--- config.mk ---
export PLATFORM = sky130hd
export DESIGN_NAME = qmmcf_ctrl
export DESIGN_NICKNAME = d
export VERILOG_FILES = /design/src/sv/qmmcf_pkg.sv /design/src/sv/qmmcf_ctrl.sv
export VERILOG_INCLUDE_DIRS = /design/src /design/src/sv
export SDC_FILE = /design/constraint.sdc
export NUM_CORES = 1
export LEC_CHECK = 0
export BUFFER_PORTS_ARGS = -buffer_cell sky130_fd_sc_hd__clkbuf_2
export CELL_PAD_IN_SITES_DETAIL_PLACEMENT = 1
export CELL_PAD_IN_SITES_GLOBAL_PLACEMENT = 1
export CORE_AREA = 2 2 39 41
export DETAILED_ROUTE_END_ITERATION = 16
export DIE_AREA = 0 0 41 43
export PLACE_DENSITY = 0.51
export SYNTH_ARGS = -nofsm -noshare
export SYNTH_HDL_FRONTEND = slang
export SYNTH_SLANG_ARGS = --single-unit
export TNS_END_PERCENT = 20
--- constraint.sdc ---
create_clock -name clock -period 2.84 [get_ports clock]
set_input_delay 0.71 -clock clock [delete_from_list [all_inputs] [get_ports clock]]
set_output_delay 0.71 -clock clock [all_outputs]
set_load 0.05 [all_outputs]
--- src/sv/quad_motor_mix_crc_framer_assert.svh ---
// assertion helpers shared by the framer modules
// both expect signals named clock and reset in the calling scope
`ifndef QUAD_MOTOR_MIX_CRC_FRAMER_ASSERT_SVH
`define QUAD_MOTOR_MIX_CRC_FRAMER_ASSERT_SVH

// same-cycle implication
`define QMMCF_ASSERT_IMPL(label, ante, cons) \
   label: assert property (@(posedge clock) disable iff (reset) (ante) |-> (cons)) \
      else $error("qmmcf: same-cycle check failed");

// next-cycle implication
`define QMMCF_ASSERT_NEXT(label, ante, cons) \
   label: assert property (@(posedge clock) disable iff (reset) (ante) |=> (cons)) \
      else $error("qmmcf: next-cycle check failed");

`endif

--- src/sv/qmmcf_pkg.sv ---
package qmmcf_pkg;

   localparam int TABLE_DEPTH = 256;
   localparam int MOTORS      = 4;
   localparam int FRAME_LEN   = 15;
   localparam int TABLE_AW    = $clog2(TABLE_DEPTH);
   localparam int BYTE_IDX_W  = $clog2(FRAME_LEN);

   localparam logic [7:0] DATA_LEN = 8'd8;
   localparam logic [BYTE_IDX_W-1:0] CRC_SPAN   = BYTE_IDX_W'(11);
   localparam logic [BYTE_IDX_W-1:0] FRAME_LAST = BYTE_IDX_W'(FRAME_LEN - 1);

   localparam int SPEED_W = 12;
   localparam int CORR_W  = 13;
   localparam int SUM_W   = 16;
   localparam int PWM_W   = 16;
   localparam int CSR_AW  = 3;
   localparam int CSR_DW  = 16;

   // input item kinds
   localparam logic FUNC_LOAD = 1'b0;
   localparam logic FUNC_TICK = 1'b1;

   // configuration register indexes
   localparam logic [CSR_AW-1:0] REG_SPEED_MAX     = 3'd0;
   localparam logic [CSR_AW-1:0] REG_SPEED_MIN     = 3'd1;
   localparam logic [CSR_AW-1:0] REG_PROTECT_SPEED = 3'd2;
   localparam logic [CSR_AW-1:0] REG_PWM_BASE      = 3'd3;
   localparam logic [CSR_AW-1:0] REG_MIX_MODE      = 3'd4;
   localparam logic [CSR_AW-1:0] REG_HEAD_BYTES    = 3'd5;
   localparam logic [CSR_AW-1:0] REG_END_BYTES     = 3'd6;

   localparam logic [SPEED_W-1:0] SPEED_MAX_RST     = 12'd1000;
   localparam logic [SPEED_W-1:0] SPEED_MIN_RST     = 12'd0;
   localparam logic [SPEED_W-1:0] PROTECT_SPEED_RST = 12'd50;
   localparam logic [SPEED_W-1:0] PWM_BASE_RST      = 12'd1000;
   localparam logic               MIX_MODE_RST      = 1'b1;
   localparam logic [15:0]        HEAD_BYTES_RST    = 16'h0000;
   localparam logic [15:0]        END_BYTES_RST     = 16'h0000;

   typedef enum logic [1:0] {
      ST_IDLE,
      ST_SUM,
      ST_CLAMP,
      ST_RUN
   } state_type;

   typedef struct packed {
      logic load;
      logic capture;
      logic sum;
      logic clamp;
      logic run;
      logic emit;
   } cmd_type;

   typedef struct packed {
      logic byte_avail;
      logic last;
   } sts_type;

endpackage

--- src/sv/qmmcf_ctrl.sv ---
module qmmcf_ctrl (
   input  logic                clock,
   input  logic                reset,
   input  logic                req_valid,
   input  logic                req_func,
   output logic                req_ready,
   input  logic                rsp_ready,
   output logic                rsp_valid,
   input  qmmcf_pkg::sts_type  sts,
   output qmmcf_pkg::cmd_type  cmd
);

`include "quad_motor_mix_crc_framer_assert.svh"

   qmmcf_pkg::state_type state_ff;
   qmmcf_pkg::state_type state_in;

   always_ff @(posedge clock) begin
      if (reset) begin
         state_ff <= qmmcf_pkg::ST_IDLE;
      end else begin
         state_ff <= state_in;
      end
   end

   always_comb begin
      state_in = state_ff;
      unique case (state_ff)
         qmmcf_pkg::ST_IDLE: begin
            if (req_valid && req_func == qmmcf_pkg::FUNC_TICK) state_in = qmmcf_pkg::ST_SUM;
         end
         qmmcf_pkg::ST_SUM: begin
            state_in = qmmcf_pkg::ST_CLAMP;
         end
         qmmcf_pkg::ST_CLAMP: begin
            state_in = qmmcf_pkg::ST_RUN;
         end
         qmmcf_pkg::ST_RUN: begin
            if (rsp_ready && sts.byte_avail && sts.last) state_in = qmmcf_pkg::ST_IDLE;
         end
         default: begin
            state_in = qmmcf_pkg::ST_IDLE;
         end
      endcase
   end

   always_comb begin
      req_ready   = (state_ff == qmmcf_pkg::ST_IDLE);
      rsp_valid   = (state_ff == qmmcf_pkg::ST_RUN) && sts.byte_avail;
      cmd.load    = req_valid && req_ready && (req_func == qmmcf_pkg::FUNC_LOAD);
      cmd.capture = req_valid && req_ready && (req_func == qmmcf_pkg::FUNC_TICK);
      cmd.sum     = (state_ff == qmmcf_pkg::ST_SUM);
      cmd.clamp   = (state_ff == qmmcf_pkg::ST_CLAMP);
      cmd.run     = (state_ff == qmmcf_pkg::ST_RUN);
      cmd.emit    = rsp_valid && rsp_ready;
   end

   `QMMCF_ASSERT_NEXT(a_tick_starts_mix, cmd.capture, state_ff == qmmcf_pkg::ST_SUM)
   `QMMCF_ASSERT_NEXT(a_load_stays_idle, cmd.load, state_ff == qmmcf_pkg::ST_IDLE)
   `QMMCF_ASSERT_IMPL(a_no_accept_while_sending, rsp_valid, !req_ready)

endmodule

==> metrics, run 1 <==
fraction of layout cells with a size suffix above 1 approximately half; crit-path leading delay family buffers and inverters; Avg Cell Area, Syn between 8 and 9 µm²; CTS tree yes; Logic pwr share 68.1%; Worst slew margin between 80% and 90%; top flop regs state_ff: 2 flops; setup TNS 0 ps; grt total ovfl 0; Final nets a little over 50; #FFs+latches synth 2; worst path bufs/invs 2; H-tree depth 1; Critical Path End Type primary output; status complete, no violations; pwr dens between 1000 and 1500 mW/mm²; Max clock buf depth 2; leading area contributor after synthesis ha_1; die area approximately 0.0018 mm²; largest net degree at the start of global routing 6; cell row count 14; sw frac between 50 and 60%; first-pass GRT wire length between 700 and 800 µm; Power Internal roughly 0.15 mW; Leak about 0.17 nW; Num CTS Buffers 3; sw power 0.207 mW; worst slew pin tran approximately 280 ps; RSZ-0062 raised after global routing false; Sink Count 2; hold crit path type reg -> reg; Core ar. 0.00138 mm²; Pwr Total 0.361 mW; Syn Inst Count 21; # hold bufs at CTS 0; FMAX just under 500 MHz; Cell Chain, Critical Path inv_1 > ha_1 > and3_1 > clkbuf_2; Die Span Y approximately 43 µm; clock transition at the registers of the reported paths approximately 30 ps; clock share of power between 15 and 20%; initial antenna violation count 0; # IOs 15; WP data required 2130 ps; CP Launch Type flip-flop; # setup viols final 0; Worst Path Class, Setup reg -> out; leading post-synthesis cells by cell area ha_1, dfxtp_1, a211oi_2, and3_1, nand2b_1; Mapped Nets 32; number of max-slew violations in the final report 0; Routed WL per cell 8.89 µm; CP arrival between 1000 and 1500 ps; most flop-heavy register state_ff; worst-path maximum fanout 5; max reg flops 2; Inserted Diodes 0; post-cts sizing count 0; antenna-violating nets left 0; Setup Skew around 5.7 ps; number of global-route vias before repair ~180; dpl ws roughly 900 ps; setup bufs post-CTS 0; IO Port Bufs 14; Syn Std Cell Area 189 µm²; Initial DRC Count 3; register area share after synthesis about a fifth; final worst path period share a little under three quarters; Pre-antenna DRT Iters 4; Max-Cap Viols 0; Yosys top cell area share a little over a quarter; Tot GR Track Use 6.21%; Setup WS post-layout ~800 ps; Yosys cell types 13; fin util between 20% and 30%; DRC 0; Synth warnings 0; CP max stage delay ~320 ps; insertion delay to the later sink of the worst-skew pair 220 ps; worst vdd ir approximately 0.00036 V; Total Wirelength 480 µm; Clk Tree Root Cell clkbuf_4; vias per std cell about 3.9; Tmin final 2040 ps; Sequential Power Share ~15%; RePlAce Congestion 0.654; Initial Util 13.7%; Slowest-stage cell, CP dfxtp_1; total number of vias roughly 210; Die W between 40 and 50 µm; Area Overhead vs Synth 59.6%; Final Hold Viols 0
[placed cells by master, fill, tap and decap left out, drive strengths merged]
| cell | instances |
|---|---|
| a211oi | 2 |
| a22o | 1 |
| and2 | 1 |
| and3 | 2 |
| clkbuf | 17 |
| dfxtp | 2 |
| ha | 4 |
| inv | 2 |
| mux2i | 1 |
| nand2 | 2 |
| nand2b | 2 |
| nand3 | 1 |
| nor2 | 1 |
[power groups by stage]
| stage | combinational (mW) | clock, mW | sequential [mW] |
|---|---|---|---|
| global placement | 0.247 | 0 | 0.0541 |
| finish | 0.246 | 0.0621 | 0.0530 |
| CTS | 0.249 | 0.0642 | 0.0536 |
| global route | 0.266 | 0.0670 | 0.0570 |
| floorplan | 0.207 | 0 | 0.0501 |
| detailed placement | 0.249 | 0 | 0.0540 |
[path summary, 6_finish.rpt]
check | end | start | slack, ps | cells after the start
max reg2reg | state_ff[0] | state_ff[0] | 1580 | 4
max | cmd[4] | state_ff[0] | 800 | 4
min reg2reg | state_ff[1] | state_ff[1] | 520 | 2
min | state_ff[1] | state_ff[1] | 520 | 2
[cells by family (layout without fill, tap and decap cells)]
| group | count (synthesis) | count (layout) | synth area share, % |
|---|---|---|---|
| flip-flops | 2 | 2 | 21.2 |
| adder cells (fa/ha/maj) | 4 | 4 | 26.5 |
| AND/OR/NAND/NOR | 9 | 9 | 27.8 |
| AO/OA/AOI/OAI | 3 | 3 | 15.2 |
| multiplexers | 1 | 1 | 5.30 |
| buffers and inverters | 2 | 19 | 3.97 |
[worst reg2reg max path: cells and delay by family (launching register included)]
family                   cells  cell delay [ps]
AO/OA/AOI/OAI                2              480
adder cells (fa/ha/maj)      1              260
buffers and inverters        1               90
flip-flops                   1              350
[metal layers]
metal  global-route usage (%)  vias up  part of all wire, %
li1                         -      108                    -
met1                     7.96       87                   48
met2                     7.81       16                   34
met3                     6.28        0                   18
met4                        0        0                    0
met5                        0        -                    0
[per-stage QoR]
stage	cell area, µm²	hold WS (ps)	instances
after global placement	279	531	51
final	302	524	54
after global routing	302	585	54
after floorplan	189	484	21
after CTS	302	537	54
after detailed placement	279	533	51
[cell type report]
cell class	instances	area [µm²]
repair buffers	14	70.1
fillers	179	1080
well taps	16	20.0
inverters	2	7.51
clock buffers	3	22.5
multi-input cells	17	141
flip-flops and latches	2	40.0
[synthesized netlist by cell type]
| cell type | count |
|---|---|
| nand3_2 | 1 |
| dfxtp_1 | 2 |
| a211oi_2 | 1 |
| nor2_1 | 1 |
| a22o_1 | 1 |
| nand2_1 | 2 |
| inv_1 | 2 |
| a211oi_1 | 1 |
| ha_1 | 4 |
| and3_1 | 2 |
| mux2i_1 | 1 |
| nand2b_1 | 2 |
| and2_1 | 1 |
No activity file was read; power rests on OpenSTA's default activity.
==> inputs of run 2 (changes only) <==
--- a/config.mk
+++ b/config.mk
@@ -12,7 +12,7 @@
 export CORE_AREA = 2 2 39 41
 export DETAILED_ROUTE_END_ITERATION = 16
 export DIE_AREA = 0 0 41 43
-export PLACE_DENSITY = 0.51
+export PLACE_DENSITY = 0.53
 export SYNTH_ARGS = -nofsm -noshare
 export SYNTH_HDL_FRONTEND = slang
 export SYNTH_SLANG_ARGS = --single-unit
==> constraint.sdc (replaced) <==
create_clock -name clock -period 1.7 [get_ports clock]
set_input_delay 0.425 -clock clock [delete_from_list [all_inputs] [get_ports clock]]
set_output_delay 0.425 -clock clock [all_outputs]
set_load 0.05 [all_outputs]
==> run 2 against run 1 <==
Compared with the run above: clock power grew 72%; routed wire length grew 7.7%; design area grew 12%; count of clock-buffer cells in the layout is the same; flip-flop and latch count is the same; via count shrank 0.95%; total power grew 83%; critical path type unchanged; register-to-register slack lost 1100 ps; critical endpoint is now cmd[0]; die area is the same; global-route usage grew 0.91 points; clock skew grew 0.59 ps.
==> metrics, run 2 (same netlist as run 1, synthesis figures left out) <==
status complete, no violations; commonest cells after routing, fill and taps aside clkbuf_2, clkbuf_4; cell row count 14; worst vdd ir 0.000544 V; Fillers between 150 and 200; final worst path period share a little over nine tenths; pwr dens approximately 2000 mW/mm²; Reg2Reg Launch Point state_ff[1]; FMAX around 600 MHz; Power Internal 0.300 mW; worst-path maximum fanout 5; H-tree depth 1; most flop-heavy register state_ff; number of global-route vias before repair a little under 200; Max clock buf depth 2; Die Span Y roughly 43 µm; hold crit path type in -> reg; max reg flops 2; Num CTS Buffers 3; leading cell type in the layout, fill and taps excluded clkbuf_2; DRC 0; CTS tree yes; Worst slew margin 81.6%; Leak between 0.15 and 0.2 nW; combined area of the multi-input logic cells about 160 µm²; Area Overhead vs Synth 79.5%; setup bufs post-CTS 0; Pre-antenna DRT Iters 2; clock share of power 16.2%; vias per std cell roughly 3.9; DP Cell Count 51; Slowest-stage cell, CP dfxtp_1; Worst Path Class, Setup reg -> out; Cell Chain, Critical Path ha_2 > and3_2 > clkbuf_4; first-pass GRT wire length between 700 and 800 µm; Sequential Power Share between 10% and 20%; CP max stage delay between 300 and 400 ps; IO Port Bufs 14; register area 40.0 µm²; sw frac a little over half; insertion delay to the later sink of the worst-skew pair ~230 ps; # setup viols final 0; CP Launch Type flip-flop; Max-Cap Viols 0; WP data required between 1000 and 1500 ps; initial antenna violation count 0; grt total ovfl 0; min-delay src reset; fraction of layout cells with a size suffix above 1 between 60% and 70%; Critical Path End Type primary output; fin util between 20% and 30%; clock transition at the registers of the reported paths ~30 ps; total number of vias 209; worst slew pin tran roughly 280 ps; top flop regs state_ff: 2 flops; Clk Tree Root Cell clkbuf_4; Core ar. about 0.0014 mm²; Final Hold Viols 0; number of max-slew violations in the final report 0; die area ~0.0018 mm²; Setup Skew ~6.3 ps; CP arrival between 1000 and 1500 ps; # IOs 15; Total Wirelength 517 µm; Routed WL per cell about 9.6 µm; largest net degree at the start of global routing 6; sw power ~0.36 mW; RSZ-0062 raised after global routing true; hpwl dp about 420 µm; Non-Filler Instances between 50 and 60; Sink Count 2; Tot GR Track Use between 7 and 8%; Tmin final roughly 1700 ps; Initial Util about 14%; crit path launch state_ff[1]; Final nets ~50; Inserted Diodes 0; antenna-violating nets left 0; Initial DRC Count 4; Die W approximately 40 µm; RePlAce Congestion 0.617; Logic pwr share ~70%
[run 2: layout make-up]
class / count / share of cell area [%]
Multi-Input combinational cell: 17 / 47.6
Timing Repair Buffer: 14 / 25.8
Tap cell: 16 / 5.90
Inverter: 2 / 2.21
Sequential cell: 2 / 11.8
Clock buffer: 3 / 6.64
[run 2: per-stage QoR]
step                hold slack, ps  cell area (µm²)  total power, mW  TNS, ps  setup WS [ps]
floorplan                      486              199            0.442    -77.6          -46.2
global placement               527              289            0.514        0            211
detailed placement             522              289            0.515        0            199
CTS                            378              319            0.634        0         0.0571
global route                   388              339            0.710    -24.6          -24.6
finish                         393              339            0.662        0           33.3
[run 2: critical path: cells and delay by family (launching register included)]
family	cells	cell delay, ps
flip-flops	1	380
buffers and inverters	1	220
adder cells (fa/ha/maj)	1	250
AND/OR/NAND/NOR	1	170
[run 2: path summary, 6_finish.rpt]
kind	to	slack [ps]	depth (start not counted)
setup / recovery	cmd[0]	30	3
hold / removal	state_ff[0]	390	2
setup reg to reg	state_ff[0]	520	4
hold reg to reg	state_ff[1]	530	2
[run 2: power by group through the flow]
stage                     registers [mW]  logic (mW)  clock network [mW]
after global placement            0.0895       0.424                   0
final                             0.0905       0.464               0.107
after floorplan                   0.0844       0.357                   0
after CTS                         0.0882       0.432               0.114
after detailed placement          0.0890       0.426                   0
after global routing              0.0944       0.498               0.117
[run 2: per-layer routing]
metal,track usage [%],vias up,share of wire (%)
li1,-,106,-
met1,7.99,87,42
met2,8.75,16,40
met3,4.71,0,17
met4,6.00,0,0
met5,0,-,0
[run 2: repair_timing]
item | 4_1_cts | 5_1_grt
setup endpoints to repair | 3 | 4
gates resized for setup | 3 | 8
hold buffers | 0 | 0
==> inputs of run 3 (changes only) <==
==> constraint.sdc (replaced) <==
create_clock -name clock -period 1.7 [get_ports clock]
set_input_delay 0.085 -clock clock [delete_from_list [all_inputs] [get_ports clock]]
set_output_delay 0.085 -clock clock [all_outputs]
set_load 0.05 [all_outputs]
==> run 3 against run 2 <==
Compared with the run above: largest power group unchanged; global-route usage grew 0.40 points; clock power shrank 4%; flip-flop and latch count is the same.
==> metrics, run 3 (same netlist as run 1, synthesis figures left out) <==
r2r setup slk approximately 440 ps; met3 Use GR roughly 3.7%; RePlAce Congestion a little over 0.6; Leak ~0.17 nW; initial antenna violation count 0; Initial DRC Count 0; vias per std cell a little under 4; worst vdd ir roughly 0.00057 V; Core ar. between 0.001 and 0.0015 mm²; leading cell type in the layout, fill and taps excluded clkbuf_2; min-delay src reset; Sink Count 2; RSZ-0062 raised after global routing false; pwr dens roughly 2000 mW/mm²; Area Overhead vs Synth 60.9%; worst slew pin tran ~290 ps; # hold bufs at CTS 0; Critical Path End Type primary output; Pre-antenna DRT Iters 1; largest net degree at the start of global routing 6; Reg2Reg Launch Point state_ff[0]; Fillers roughly 170; die area about 0.0018 mm²; Final nets around 50; Max clock buf depth 2; hpwl dp ~450 µm; hold crit path type in -> reg; Worst slew margin between 80% and 90%; most flop-heavy register state_ff; antenna-violating nets left 0; fraction of layout cells with a size suffix above 1 roughly 53%; WP data required ~1600 ps; insertion delay to the later sink of the worst-skew pair ~220 ps; final worst path period share 84.0%; grt total ovfl 0; dpl ws 436 ps; CP Launch Type flip-flop; met1 Usage GRT under 10%; max reg flops 2; Clk Tree Root Cell clkbuf_4; crit path launch state_ff[0]; Final Hold Viols 0; H-tree depth 1; Initial Util a little over an eighth; commonest cells after routing, fill and taps aside clkbuf_2, ha_1, clkbuf_4; Inserted Diodes 0; first-pass GRT wire length 828 µm; combined area of the multi-input logic cells 144 µm²; setup bufs post-CTS 0; cell row count 14; number of global-route vias before repair between 200 and 250; top flop regs state_ff: 2 flops; CP arrival around 1300 ps; register area between 40 and 50 µm²; post-cts sizing count 0; clock transition at the registers of the reported paths 30 ps; setup TNS 0 ps; Global Route met2 Usage between 10% and 20%; total number of vias approximately 210; # setup viols final 0; Die Span Y 43 µm; Setup Skew between 0.005 and 0.006 ps; status complete, no violations; worst-path maximum fanout 5; Routed WL per cell 9.61 µm; IO Port Bufs 14; Tmin final roughly 1400 ps; Worst Path Class, Setup reg -> out; number of max-slew violations in the final report 0; Tot GR Track Use about 7.5%; Max-Cap Viols 0; GRT busiest layer met2; CTS tree yes; Total Wirelength a little over 500 µm; FMAX about 700 MHz; Setup WS post-layout around 270 ps; Die W about 41 µm; DRC 0; Num CTS Buffers 3; # IOs 15
==> run 3: cell count changes in the layout (fill, tap and decap cells not counted) <==
| cell | previous run | this run |
|---|---|---|
| ha_2 | 1 | 0 |
| ha_1 | 2 | 4 |
| inv_1 | 1 | 2 |
| and2_1 | 0 | 1 |
| inv_2 | 1 | 0 |
| buf_6 | 2 | 0 |
| and2_2 | 1 | 0 |
| clkbuf_2 | 10 | 14 |
| and3_2 | 1 | 0 |
| and3_1 | 1 | 2 |
| clkbuf_4 | 5 | 3 |
| ha_4 | 1 | 0 |
==> run 3: power by group <==
| part | internal (mW) | total (mW) | switching, mW | leakage (nW) |
|---|---|---|---|---|
| clock | 0.0777 | 0.103 | 0.0251 | 0.0138 |
| combinational | 0.111 | 0.413 | 0.302 | 0.138 |
| sequential | 0.0685 | 0.0879 | 0.0194 | 0.0165 |
==> run 3: layout make-up <==
class	count	share of cell area, %
Inverter	2	2.47
Timing Repair Buffer	14	23.0
Tap cell	16	6.58
Sequential cell	2	13.2
Clock buffer	3	7.41
Multi-Input combinational cell	17	47.3
==> run 3: worst max-delay path: stages, from the launching register on <==
cell and delay [ps]:
dfxtp_1 320, inv_1 120, ha_1 240, and3_1 170
clkbuf_2 270
==> run 3: final timing paths <==
kind / to / cells past startpoint
max: cmd[4] / 4
min: state_ff[0] / 2
max reg2reg: state_ff[0] / 4
min reg2reg: state_ff[1] / 2
==> run 3: metal layers <==
metal	share of wire, %	wire length [µm]
met5	0	0
met4	0	0
met3	13	68
met2	45	234
met1	41	215
==> run 3: metrics by stage <==
step	hold slack (ps)	std cells	utilization, %	instance area (µm²)	power, mW
after floorplan	150	21	-	191	0.432
after global placement	277	51	20.3	282	0.507
after detailed placement	279	51	20.3	282	0.508
after CTS	39.0	54	22.0	304	0.621
after global routing	45.0	54	22.0	304	0.662
final	48.1	54	22.0	304	0.604
